**src/sv/ptr_pkg.sv**
```systemverilog
`default_nettype none
// ---------------------------------------------------------------------------
// ptr_pkg
// Shared types and constants for the paper tape reader controller.
// ---------------------------------------------------------------------------
package ptr_pkg;

	localparam int WORD_W  = 18;
	localparam int FRAME_W = 8;
	localparam int SHIFT_W = 5;

	// item kinds
	localparam logic [1:0] FUNC_CMD      = 2'd0;
	localparam logic [1:0] FUNC_FRAME    = 2'd1;
	localparam logic [1:0] FUNC_TAPE_END = 2'd2;
	localparam logic [1:0] FUNC_NOP      = 2'd3;

	// command bit positions
	localparam int PULSE_SKIP_BIT  = 0;
	localparam int PULSE_READ_BIT  = 1;
	localparam int PULSE_START_BIT = 2;
	localparam int PULSE_BIN_BIT   = 5;

	// frame bit that marks a binary frame
	localparam int BIN_MARK_BIT = 7;
	localparam int SIX_W        = 6;

	localparam logic [SHIFT_W-1:0] BIN_BITS  = 5'd18;
	localparam logic [SHIFT_W-1:0] SIX_STEP  = 5'd6;

	// register indexes
	localparam logic REG_TAPE_LOADED = 1'b0;

	typedef struct packed {
		logic [1:0]         func;
		logic [5:0]         pulse;
		logic [WORD_W-1:0]  acc_in;
		logic [FRAME_W-1:0] frame;
	} in_word_t;

	typedef struct packed {
		logic [WORD_W-1:0] acc_out;
		logic              skip;
		logic              frame_taken;
		logic              done_out;
		logic              error_out;
		logic              busy_out;
	} out_word_t;

	typedef struct packed {
		logic [WORD_W-1:0]  word_buffer;
		logic [SHIFT_W-1:0] shift_left;
		logic               done_flag;
		logic               error_flag;
		logic               reading;
	} ptr_state_t;

endpackage
`default_nettype wire

```
**src/sv/paper_tape_reader_controller.sv**
```systemverilog
`default_nettype none
// ---------------------------------------------------------------------------
// paper_tape_reader_controller
// Paper tape reader controller: commands, tape frames and tape-end events.
// ---------------------------------------------------------------------------
// One word is accepted every clock cycle while the result side does not stall,
// and each gives exactly one result word: the
// word is captured in an input register, the controller state is updated by
// a single pass of logic on that word, and the result is held in an
// output register. The rate is set by that state update loop. The
// tape_loaded register sits at byte address 0 of the APB-style port; writing
// it also sets the error flag when the tape is removed and clears it when a
// tape is mounted. After reset no tape is loaded, so error reads as set.
module paper_tape_reader_controller (
	input  logic               clk,
	input  logic               arst_n,
	// input words
	input  logic               item_valid,
	output logic               item_ready,
	input  ptr_pkg::in_word_t  item,
	// result words
	output logic               result_valid,
	input  logic               result_ready,
	output ptr_pkg::out_word_t result,
	// configuration port
	input  logic               psel,
	input  logic               penable,
	input  logic               pwrite,
	input  logic [2:0]         paddr,
	input  logic [31:0]        pwdata,
	output logic [31:0]        prdata,
	output logic               pready
);
	import ptr_pkg::*;

	// input register
	logic       valid_s1;
	in_word_t   item_s1;
	logic       adv_s1;

	// controller state and the mounted-tape register
	ptr_state_t state_q;
	ptr_state_t state_nxt;
	ptr_state_t state_upd;
	logic       tape_loaded_q;

	// output register
	logic       res_valid_q;
	out_word_t  res_q;
	out_word_t  res_nxt;

	logic       cfg_wr;

	// the input stage moves on whenever the output register is free or emptying
	assign adv_s1     = valid_s1 && (!res_valid_q || result_ready);
	assign item_ready = !valid_s1 || adv_s1;

	assign cfg_wr = psel && penable && pwrite && pready
		&& (paddr[2] == REG_TAPE_LOADED);

	ptr_step u_step (
		.cur         (state_q),
		.item        (item_s1),
		.tape_loaded (tape_loaded_q),
		.nxt         (state_nxt),
		.res         (res_nxt)
	);

	// control: valid bits
	always_ff @(posedge clk or negedge arst_n) begin
		if (!arst_n) begin
			valid_s1    <= 1'b0;
			res_valid_q <= 1'b0;
		end else begin
			if (item_ready) begin
				valid_s1 <= item_valid;
			end
			if (adv_s1) begin
				res_valid_q <= 1'b1;
			end else if (result_ready) begin
				res_valid_q <= 1'b0;
			end
		end
	end

	// next state: the word in the input stage, then a tape change on the error flag
	always_comb begin
		state_upd = adv_s1 ? state_nxt : state_q;
		if (cfg_wr) begin
			state_upd.error_flag = !pwdata[0];
		end
	end

	// controller state; a tape change rewrites the error flag
	always_ff @(posedge clk or negedge arst_n) begin
		if (!arst_n) begin
			state_q       <= '{word_buffer: '0, shift_left: '0, done_flag: 1'b0,
				error_flag: 1'b1, reading: 1'b0};
			tape_loaded_q <= 1'b0;
		end else begin
			state_q <= state_upd;
			if (cfg_wr) begin
				tape_loaded_q <= pwdata[0];
			end
		end
	end

	// payload registers, no reset needed
	always_ff @(posedge clk) begin
		if (item_ready && item_valid) begin
			item_s1 <= item;
		end
		if (adv_s1) begin
			res_q <= res_nxt;
		end
	end

	assign result_valid = res_valid_q;
	assign result       = res_q;

	// register read back; only one register in the map
	assign prdata = (paddr[2] == REG_TAPE_LOADED) ? {31'b0, tape_loaded_q} : '0;
	assign pready = 1'b1;

endmodule
`default_nettype wire

```
**src/sv/ptr_step.sv**
```systemverilog
`default_nettype none
// ---------------------------------------------------------------------------
// ptr_step
// Next-state and result logic for one word: command, frame or tape end.
// ---------------------------------------------------------------------------
module ptr_step (
	input  ptr_pkg::ptr_state_t cur,
	input  ptr_pkg::in_word_t   item,
	input  logic                tape_loaded,
	output ptr_pkg::ptr_state_t nxt,
	output ptr_pkg::out_word_t  res
);
	import ptr_pkg::*;

	logic [WORD_W-1:0]       acc;
	logic [SHIFT_W-1:0]      shift;
	logic [WORD_W+SIX_W-1:0] six_wide;

	always_comb begin
		nxt      = cur;
		res      = '0;
		acc      = item.acc_in;
		shift    = cur.shift_left;
		six_wide = '0;
		case (item.func)
			FUNC_CMD: begin
				// skip looks at done before the command
				res.skip = item.pulse[PULSE_SKIP_BIT] & cur.done_flag;
				if (item.pulse[PULSE_READ_BIT]) begin
					nxt.done_flag = 1'b0;
					acc           = acc | cur.word_buffer;
				end
				if (item.pulse[PULSE_START_BIT]) begin
					nxt.shift_left  = item.pulse[PULSE_BIN_BIT] ? BIN_BITS : '0;
					nxt.done_flag   = 1'b0;
					nxt.word_buffer = '0;
					nxt.reading     = 1'b1;
				end
				res.acc_out = acc;
			end
			FUNC_FRAME: begin
				if (cur.reading) begin
					if (!tape_loaded) begin
						nxt.error_flag = 1'b1;
						nxt.done_flag  = 1'b1;
						nxt.reading    = 1'b0;
					end else begin
						res.frame_taken = 1'b1;
						if (shift == '0) begin
							nxt.word_buffer = {{(WORD_W-FRAME_W){1'b0}}, item.frame};
						end else if (item.frame[BIN_MARK_BIT]) begin
							shift    = (shift >= SIX_STEP) ? shift - SIX_STEP : '0;
							six_wide = {{WORD_W{1'b0}}, item.frame[SIX_W-1:0]} << shift;
							nxt.word_buffer = cur.word_buffer | six_wide[WORD_W-1:0];
						end
						nxt.shift_left = shift;
						if (shift == '0) begin
							nxt.done_flag = 1'b1;
							nxt.reading   = 1'b0;
						end
					end
				end
			end
			FUNC_TAPE_END: begin
				if (cur.reading) begin
					nxt.error_flag = 1'b1;
					nxt.done_flag  = 1'b1;
					nxt.reading    = 1'b0;
				end
			end
			default: ;
		endcase
		res.done_out  = nxt.done_flag;
		res.error_out = nxt.error_flag;
		res.busy_out  = nxt.reading;
	end

endmodule
`default_nettype wire

```
**config.mk**
```make
export PLATFORM = sky130hd
export DESIGN_NAME = paper_tape_reader_controller
export DESIGN_NICKNAME = d
export VERILOG_FILES = /design/src/sv/ptr_pkg.sv /design/src/sv/paper_tape_reader_controller.sv /design/src/sv/ptr_step.sv
export SDC_FILE = /design/constraint.sdc
export NUM_CORES = 1
export LEC_CHECK = 0
export BUFFER_PORTS_ARGS = -buffer_cell sky130_fd_sc_hd__buf_2
export CAP_MARGIN = 25
export CORE_MARGIN = 1
export CORE_UTILIZATION = 30
export CTS_CLUSTER_SIZE = 12
export DETAILED_ROUTE_END_ITERATION = 8
export GPL_TIMING_DRIVEN = 0
export SYNTH_ARGS = -nofsm -noshare
export SYNTH_HDL_FRONTEND = slang
export SYNTH_HIERARCHICAL = 1
export SYNTH_SLANG_ARGS = --single-unit
```
**constraint.sdc**
```tcl
create_clock -name clk -period 2.1 [get_ports clk]
set_input_delay 0.525 -clock clk [delete_from_list [all_inputs] [get_ports clk]]
set_output_delay 0.525 -clock clk [all_outputs]
set_load 0.03 [all_outputs]
```
==> qor.yml, run 1 <==
floorplan:
  initial_core_util: 0.308
  rows: 45
  io_pins: 134
  dieArea_sq_mm: 0.0162
  dieWidth_um: 127
  die_h_um: 127
  coreArea_sq_mm: 0.0153
timing:
  rsz0062_at_grt: "true"
  hold_viol: 0
  timing.final.ws_setup_ps: -248
  worstMarginPinSlew_ps: 825
  max_slew_margin: 0.450
  fin_crit_sh: 1.12
  report.final.slew_viol_count: 0
  period_needed_ps: 2350
  skew_ps: 10.8
  fmax_mhz: 426
  setup_viol: 20
  fin_setup_tns_ps: -2380
global_routing:
  antenna_found_initial: 0
  first_global_vias: 3510
  grt_max_degree: 33
  grt_first_pass_wirelength_um: 18900
  grt-ovfl-total: 0
  grt_use_total: 0.153
final_layout:
  fillCellCount: 1460
  ff_latch_area_sq_mm: 0.00238
  final_cell_count_no_fill: 768
  design_area_sq_mm: 0.00637
  drive_gt1_frac: 0.445
  fin_util: 0.417
  diodes: 0
  multi_input_comb_area_sq_mm: 0.00236
  nNetsFinal: 633
  area_growth_pct: 35.7
place:
  dpl_worst_slack_ps: -603
  dpl_cell_area_sq_mm: 0.00543
  placed_cells: 725
  dp_hpwl_um: 8320
  gp_congestion: 0.875
  io_buffers: 66
worst_hold_path:
  hp-class: "in -> async"
route:
  drtIter0Drc: 141
  drcViolationCount: 0
  wl_met3_um: 666
  ant_nets: 0
  num_vias: 3691
  wl_per_cell_um: 15.9
  detail_route.wirelength_um: 12200
  dr_wl_met2_um: 5720
  first_pass_iters: 4
  top_layer_used: "met4"
  via_per_inst: 4.81
  wl_met1_um: 5500
synthesis:
  yosysWarnings: 6
  syn_avg_cell_area_sq_um: 11.2
  synthCells: 418
  syn_area_sq_mm: 0.00469
power:
  p_per_area_mw_per_mm2: 940
  p_leak_nw: 2.71
  peakVddDrop_uv: 538
status:
  violations: "negative setup slack"
  status: "complete, but fails checks"
setup_path:
  max_stage_delay_ps: 440
  path_buf_inv: 1
  cp-start-kind: "register"
  cp_max_fo: 5
  crit_path_top_delay_cell: "dfrtp_2"
  critPathTopFamily: "compound AO/OA/AOI/OAI gates"
  end_kind: "register"
  worstSetupPathType: "reg -> reg"
  crit_chain: "ha_4, or3_4, buf_8, o21ai_4, o22ai_1, a211o_1, o31a_1, mux2_2"
  worst_ep_required_time_ps: 2330
  worstPathArrival_ps: 2580
clock_tree:
  root_buffer: "clkbuf_16"
  clock_tree.buffer_depth: 2
  insertion_delay_ps: 350
  clk_pin_slew_ps: 70
  cts_tree: "built"
  hold_buffers: 0
  ctsHtreeMaxLevel: 3
  numClockSinks: 84
  cts_made_buffers: 9
run:
  cap_violations: 0
==> registers in the layout, indices dropped and copies added (netlist names) <==
name	count
tape_loaded_q	1
result	23
state_q	26
result_valid	1
item_s1	32
valid_s1	1
==> metrics by stage <==
step / total power [mW] / hold WS [ps]
after global placement: 3.75 / 497
after floorplan: 3.32 / 229
final: 5.99 / 210
after CTS: 5.68 / 230
after detailed placement: 3.77 / 500
after global routing: 6.25 / 256
==> final timing paths <==
kind / slack, ps / start / to / depth (start not counted)
max: -250 / state_q[4] / state_q[0] / 8
min: 210 / arst_n / state_q[7] / 1
max reg2reg: -250 / state_q[4] / state_q[0] / 8
min reg2reg: 500 / state_q[1] / state_q[1] / 2
max in group asynchronous: 1410 / arst_n / state_q[3] / 1
min in group clk: 340 / pwdata[0] / state_q[1] / 2
==> power breakdown <==
part / switching, mW / leakage [nW] / internal (mW) / total (mW)
clock network: 0.659 / 0.122 / 0.805 / 1.46
registers: 0.135 / 0.921 / 1.94 / 2.08
logic: 1.35 / 1.67 / 1.09 / 2.45
total: 2.15 / 2.71 / 3.84 / 5.99
==> layer usage <==
layer | GRT usage | up-vias
met2 | 0.257 | 138
met1 | 0.190 | 1789
met5 | 0 | -
met4 | 0.0469 | 0
met3 | 0.0456 | 24
li1 | - | 1740
==> cells in the final DEF (no fill, tap or decap), drive strengths merged, types with 3 or more instances in the layout <==
cell type,n
ha,5
nor2b,21
and3,3
buf,141
o22ai,3
nor3,9
nand2,38
a2bb2oi,4
o221ai,7
and2,3
clkbuf,20
a31oi,5
nand3,5
conb,32
mux2,27
a21oi,28
o31ai,3
a22o,3
o21a,3
nand4,3
o211ai,4
inv,13
dfrtp,28
nor2,14
o21ai,19
edfxtp,55
a21o,5
clkinvlp,3
mux2i,11
nand2b,6
==> area by class of cell <==
| type | count | share of cell area |
|---|---|---|
| tap | 211 | 0.0415 |
| buffer | 54 | 0.0648 |
| sequential | 84 | 0.374 |
| inverter | 13 | 0.00766 |
| multi-input combinational | 294 | 0.370 |
| timing repair buffer | 96 | 0.0992 |
| clock buffer | 11 | 0.0365 |
| clock inverter | 5 | 0.00629 |
==> worst register-to-register path, cell delays in order, from the launching register on <==
cell and delay, ps:
dfrtp_2 440, ha_4 190, or3_4 350, buf_8 140, o21ai_4 170, o22ai_1 110
a211o_1 310, o31a_1 260, mux2_2 260
==> repair_timing <==
item | in CTS | in global routing
buffers inserted | 16 | 14
setup endpoints to repair | 26 | 27
resized for setup | 50 | 52
gates cloned | 0 | 0
endpoints found under the hold margin | 0 | 0
pin swaps | 11 | 22
(Power assumes the default switching activity.)
==> inputs of run 2 (changes only) <==
--- a/config.mk
+++ b/config.mk
@@ -7,11 +7,13 @@
 export LEC_CHECK = 0
 export BUFFER_PORTS_ARGS = -buffer_cell sky130_fd_sc_hd__buf_2
 export CAP_MARGIN = 25
-export CORE_MARGIN = 1
+export CORE_ASPECT_RATIO = 0.8
+export CORE_MARGIN = 2
 export CORE_UTILIZATION = 30
 export CTS_CLUSTER_SIZE = 12
 export DETAILED_ROUTE_END_ITERATION = 8
 export GPL_TIMING_DRIVEN = 0
+export SKIP_CTS_REPAIR_TIMING = 1
 export SYNTH_ARGS = -nofsm -noshare
 export SYNTH_HDL_FRONTEND = slang
 export SYNTH_HIERARCHICAL = 1
==> run 2 against run 1 <==
Largest power group unchanged. Die area is 3.2% higher. Utilization is 1.0 points higher. Clock power grew 29%. Worst hold slack improved by 17 ps. Wire length increased by 3.9%. The run still ends with negative setup slack left. Register-to-register slack worse by 40 ps. Flip-flop and latch count unchanged. Non-clock buffer count increased by 4. Highest routed layer unchanged. First-iteration DRC count up 92%.
==> qor.yml, run 2 (synthesis results as in run 1) <==
status:
  status: "complete, but fails checks"
  violations: "negative setup slack"
final_layout:
  multi_input_comb_area_sq_mm: 0.00236
  area_growth_pct: 38.1
  max_flop_register: "item_s1"
  nNetsFinal: 638
  drive_gt1_frac: 0.436
  design_area_sq_mm: 0.00648
  most-common-layout-cells: "buf_2 (70), buf_4 (55), edfxtp_1 (55)"
  ff_latch_area_sq_mm: 0.00238
  fillCellCount: 1450
  final_common_cell: "buf_2"
  diodes: 0
  largest_register_ffs: 32
timing:
  skew_ps: 10.9
  hold_viol: 0
  timing.final.ws_setup_ps: -288
  period_needed_ps: 2390
  worstMarginPinSlew_ps: 812
  fmax_mhz: 419
  rsz0062_at_grt: "true"
  setup_viol: 24
  max_slew_margin: 0.459
  report.final.slew_viol_count: 0
  fin_crit_sh: 1.14
clock_tree:
  insertion_delay_ps: 350
  clock_tree.buffer_depth: 2
  clk_pin_slew_ps: 70
  cts_made_buffers: 9
  cts_tree: "built"
  numClockSinks: 84
  ctsHtreeMaxLevel: 3
  root_buffer: "clkbuf_16"
power:
  peakVddDrop_uv: 429
  p_per_area_mw_per_mm2: 995
  p_leak_nw: 2.78
run:
  cap_violations: 0
route:
  wl_per_cell_um: 16.4
  num_vias: 3701
  dr_wl_met2_um: 5490
  top_layer_used: "met4"
  via_per_inst: 4.79
  drcViolationCount: 0
  first_pass_iters: 4
  detail_route.wirelength_um: 12700
  wl_met1_um: 6220
  wl_met3_um: 806
  ant_nets: 0
  drtIter0Drc: 271
floorplan:
  dieArea_sq_mm: 0.0167
  coreArea_sq_mm: 0.0152
  die_h_um: 116
  dieWidth_um: 144
  rows: 40
  io_pins: 134
  initial_core_util: 0.310
setup_path:
  path_buf_inv: 1
  worstReg2RegStart: "state_q[5]"
  max_stage_delay_ps: 460
  reg2reg_setup_slack_ps: -290
  cp-start-kind: "register"
  rr_worst_depth: 8
  worstSetupPathType: "reg -> reg"
  reg2reg_to: "state_q[0]"
  end_kind: "register"
  cp_max_fo: 7
  critPathTopFamily: "compound AO/OA/AOI/OAI gates"
  worstPathArrival_ps: 2620
  crit_path_top_delay_cell: "dfrtp_2"
  crit_chain: "ha_4, or3_4, buf_8, o21ai_4, o22ai_1, a211o_1, o31a_1, mux2_2"
  worst_ep_required_time_ps: 2330
place:
  dp_hpwl_um: 8490
  io_buffers: 66
  dpl_cell_area_sq_mm: 0.00543
  dpl_worst_slack_ps: -601
  gp_congestion: 0.915
global_routing:
  grt_use_total: 0.144
  grt_max_degree: 33
  first_global_vias: 3397
  grt-ovfl-total: 0
  grt_first_pass_wirelength_um: 18200
  antenna_found_initial: 0
worst_hold_path:
  hp-class: "in -> async"
[run 2: changes by cell type in the layout (fill, tap and decap cells not counted), sizes merged]
cell      delta
buf          +5
bufinv       +3
clkbuf       -2
clkinv       -1
clkinvlp     -2
inv          +1
o21bai       +1
[run 2: how the worst max path moves through the flow]
stage	startpoint	endpoint	slack, ps	cells after the start
after CTS	state_q[5]	state_q[17]	-620	8
after detailed placement	state_q[5]	state_q[17]	-600	8
after floorplan	state_q[5]	result[0]	-150	8
final	state_q[5]	state_q[0]	-290	8
after global routing	state_q[5]	state_q[0]	-330	8
after global placement	state_q[5]	state_q[13]	-590	8
[run 2: worst reg2reg max path, delay by kind of cell (launching register included)]
family	cells	cell delay [ps]
flip-flops	1	460
AND/OR/NAND/NOR	1	340
AO/OA/AOI/OAI	4	880
multiplexers	1	260
adder cells (fa/ha/maj)	1	200
buffers and inverters	1	150
[run 2: final cells by class]
type | count | area share
clock buffers | 10 | 0.0369
clock inverters | 6 | 0.0183
repair buffers | 99 | 0.101
flip-flops and latches | 84 | 0.367
well taps | 210 | 0.0405
inverters | 13 | 0.00810
plain buffers | 55 | 0.0639
multi-input cells | 295 | 0.365
[run 2: routing by layer]
metal,global-route usage,vias to the layer above
met5,0,-
met4,0.0359,0
met3,0.0326,16
met2,0.218,139
met1,0.208,1790
li1,-,1756
[run 2: stage by stage]
stage,setup TNS [ps],hold WS (ps),instances,utilization,power (mW)
after floorplan,-446,229,448,-,3.32
after global routing,-5930,292,772,0.428,6.71
after global placement,-11690,492,724,0.358,3.76
after CTS,-10440,249,740,0.381,5.69
final,-4230,226,772,0.428,6.45
after detailed placement,-11810,497,724,0.358,3.77
[run 2: report_power, final]
part	switching (mW)	total [mW]	internal (mW)
clock	0.682	1.89	1.21
sequential	0.129	2.07	1.94
combinational	1.39	2.49	1.10
==> inputs of run 3 (changes only) <==
--- a/config.mk
+++ b/config.mk
@@ -5,14 +5,17 @@
 export SDC_FILE = /design/constraint.sdc
 export NUM_CORES = 1
 export LEC_CHECK = 0
+export ABC_AREA = 1
 export BUFFER_PORTS_ARGS = -buffer_cell sky130_fd_sc_hd__buf_2
 export CAP_MARGIN = 25
 export CORE_ASPECT_RATIO = 0.8
 export CORE_MARGIN = 2
 export CORE_UTILIZATION = 30
+export CTS_BUF_LIST = sky130_fd_sc_hd__clkbuf_8
 export CTS_CLUSTER_SIZE = 12
 export DETAILED_ROUTE_END_ITERATION = 8
 export GPL_TIMING_DRIVEN = 0
+export PLACE_DENSITY_LB_ADDON = 0.3
 export SKIP_CTS_REPAIR_TIMING = 1
 export SYNTH_ARGS = -nofsm -noshare
 export SYNTH_HDL_FRONTEND = slang
==> run 3 against run 2 <==
The run now ends clean. Utilization down 4.0 points. Via count is 6.1% higher. Clock power shrank 41%. Wire length fell by 3.6%. Die area fell by 1.1%. Final area shrank 10%. Area after synthesis is 1.1% lower. Clock-buffer cell count decreased by 1.
==> qor.yml, run 3 <==
global_routing:
  grt_max_degree: 33
  grt_use_total: 0.151
  grt_first_pass_wirelength_um: 19100
  antenna_found_initial: 0
  grt-ovfl-total: 0
  first_global_vias: 3603
power:
  p_leak_nw: 2.85
  peakVddDrop_uv: 522
  p_per_area_mw_per_mm2: 1140
  finalPower_mw: 6.63
route:
  top_layer_used: "met4"
  detail_route.wirelength_um: 12200
  dr_wl_met2_um: 5080
  wl_per_cell_um: 13.8
  via_per_inst: 4.43
  drcViolationCount: 0
  drtIter0Drc: 233
  wl_met1_um: 6380
  num_vias: 3927
  wl_met3_um: 607
  ant_nets: 0
  first_pass_iters: 4
final_layout:
  most-common-layout-cells: "nand2_1 (182), buf_2 (66), edfxtp_1 (55)"
  max_flop_register: "item_s1"
  largest_register_ffs: 32
  diodes: 0
  area_growth_pct: 25.7
  fin_util: 0.387
  drive_gt1_frac: 0.299
  nNetsFinal: 752
  design_area_sq_mm: 0.00583
  final_cell_count_no_fill: 886
  final_common_cell: "nand2_1"
synthesis:
  synthCells: 549
  syn_avg_cell_area_sq_um: 8.46
  syn_area_sq_mm: 0.00464
  yosysWarnings: 6
place:
  dpl_worst_slack_ps: -216
  gp_congestion: 0.892
  placed_cells: 856
  dp_hpwl_um: 8790
  io_buffers: 66
  dpl_cell_area_sq_mm: 0.00538
run:
  cap_violations: 0
setup_path:
  cp-start-kind: "register"
  crit_top_cell: "nand2_1"
  cp_max_fo: 10
  crit_chain: "ha_4, inv_4, nand3_2, nand2_4, buf_6, nand2_1, o211ai_1, nand2_1, nand2_2, nor2_1, o21ai_1, nand2_1, nand2_1, nand2_1, nand2_1, nand2_1"
  worstPathArrival_ps: 2350
  crit_path_top_delay_cell: "dfrtp_2"
  max_stage_delay_ps: 450
  end_kind: "register"
  worst_ep_required_time_ps: 2380
  critPathTopFamily: "simple AND/OR/NAND/NOR gates"
  path_buf_inv: 2
  worstSetupPathType: "reg -> reg"
timing:
  setup_viol: 0
  max_slew_margin: 0.502
  hold_viol: 0
  report.final.slew_viol_count: 0
  fin_setup_tns_ps: 0
  holdWs_ps: 205
  skew_ps: 17.6
  fin_crit_sh: 0.982
  fmax_mhz: 485
  timing.final.ws_setup_ps: 36.8
  period_needed_ps: 2060
  worstMarginPinSlew_ps: 747
  rsz0062_at_grt: "true"
floorplan:
  coreArea_sq_mm: 0.0151
  rows: 40
  dieArea_sq_mm: 0.0165
  io_pins: 134
  initial_core_util: 0.308
  die_h_um: 115
  dieWidth_um: 143
clock_tree:
  ctsHtreeMaxLevel: 3
  clk_pin_slew_ps: 100
  numClockSinks: 84
  root_buffer: "clkbuf_8"
  insertion_delay_ps: 380
  cts_tree: "built"
  cts_made_buffers: 9
  clock_tree.buffer_depth: 2
worst_hold_path:
  hp-class: "in -> async"
status:
  status: "complete, no violations"
run 3: cell types whose count changed in the layout (fill, tap and decap cells not counted), sizes merged, moves of 5 or more:
| cell | delta |
|---|---|
| o21ai | +7 |
| a21o | -5 |
| mux2 | -27 |
| inv | +37 |
| nor2 | +30 |
| nand2 | +160 |
| nand3 | +17 |
| nand2b | -6 |
| mux2i | -10 |
| a21oi | +7 |
| nor3 | -6 |
| or2 | +6 |
| nor2b | -21 |
| buf | -22 |
run 3: layout make-up:
cell class                 instances  area (sq um)
fill                            1530          9230
sequential                        84          2380
multi-input combinational        395          1960
timing repair buffer              81           463
buffer                            50           373
tap                              210           263
inverter                          50           208
clock buffer                       9           124
clock inverter                     7          62.6
run 3: worst paths after layout:
path                       startpoint           to  slack, ps  cells past startpoint
max reg2reg                state_q[5]  state_q[11]         40                     16
max in group asynchronous      arst_n   state_q[7]       1380                      1
min reg2reg                state_q[1]   state_q[1]        510                      2
max                        state_q[5]  state_q[11]         40                     16
min in group clk             item[27]  item_s1[27]        310                      1
min                            arst_n  state_q[13]        210                      1
run 3: report_power, final:
group | internal (mW) | total, mW | switching (mW)
Sequential | 2.05 | 2.26 | 0.214
Combinational | 1.21 | 3.25 | 2.04
Clock | 0.458 | 1.12 | 0.664
run 3: per-layer routing:
| metal | track usage | up-vias |
|---|---|---|
| li1 | - | 1976 |
| met1 | 0.223 | 1819 |
| met2 | 0.222 | 117 |
| met3 | 0.0362 | 15 |
| met4 | 0.0396 | 0 |
| met5 | 0 | - |
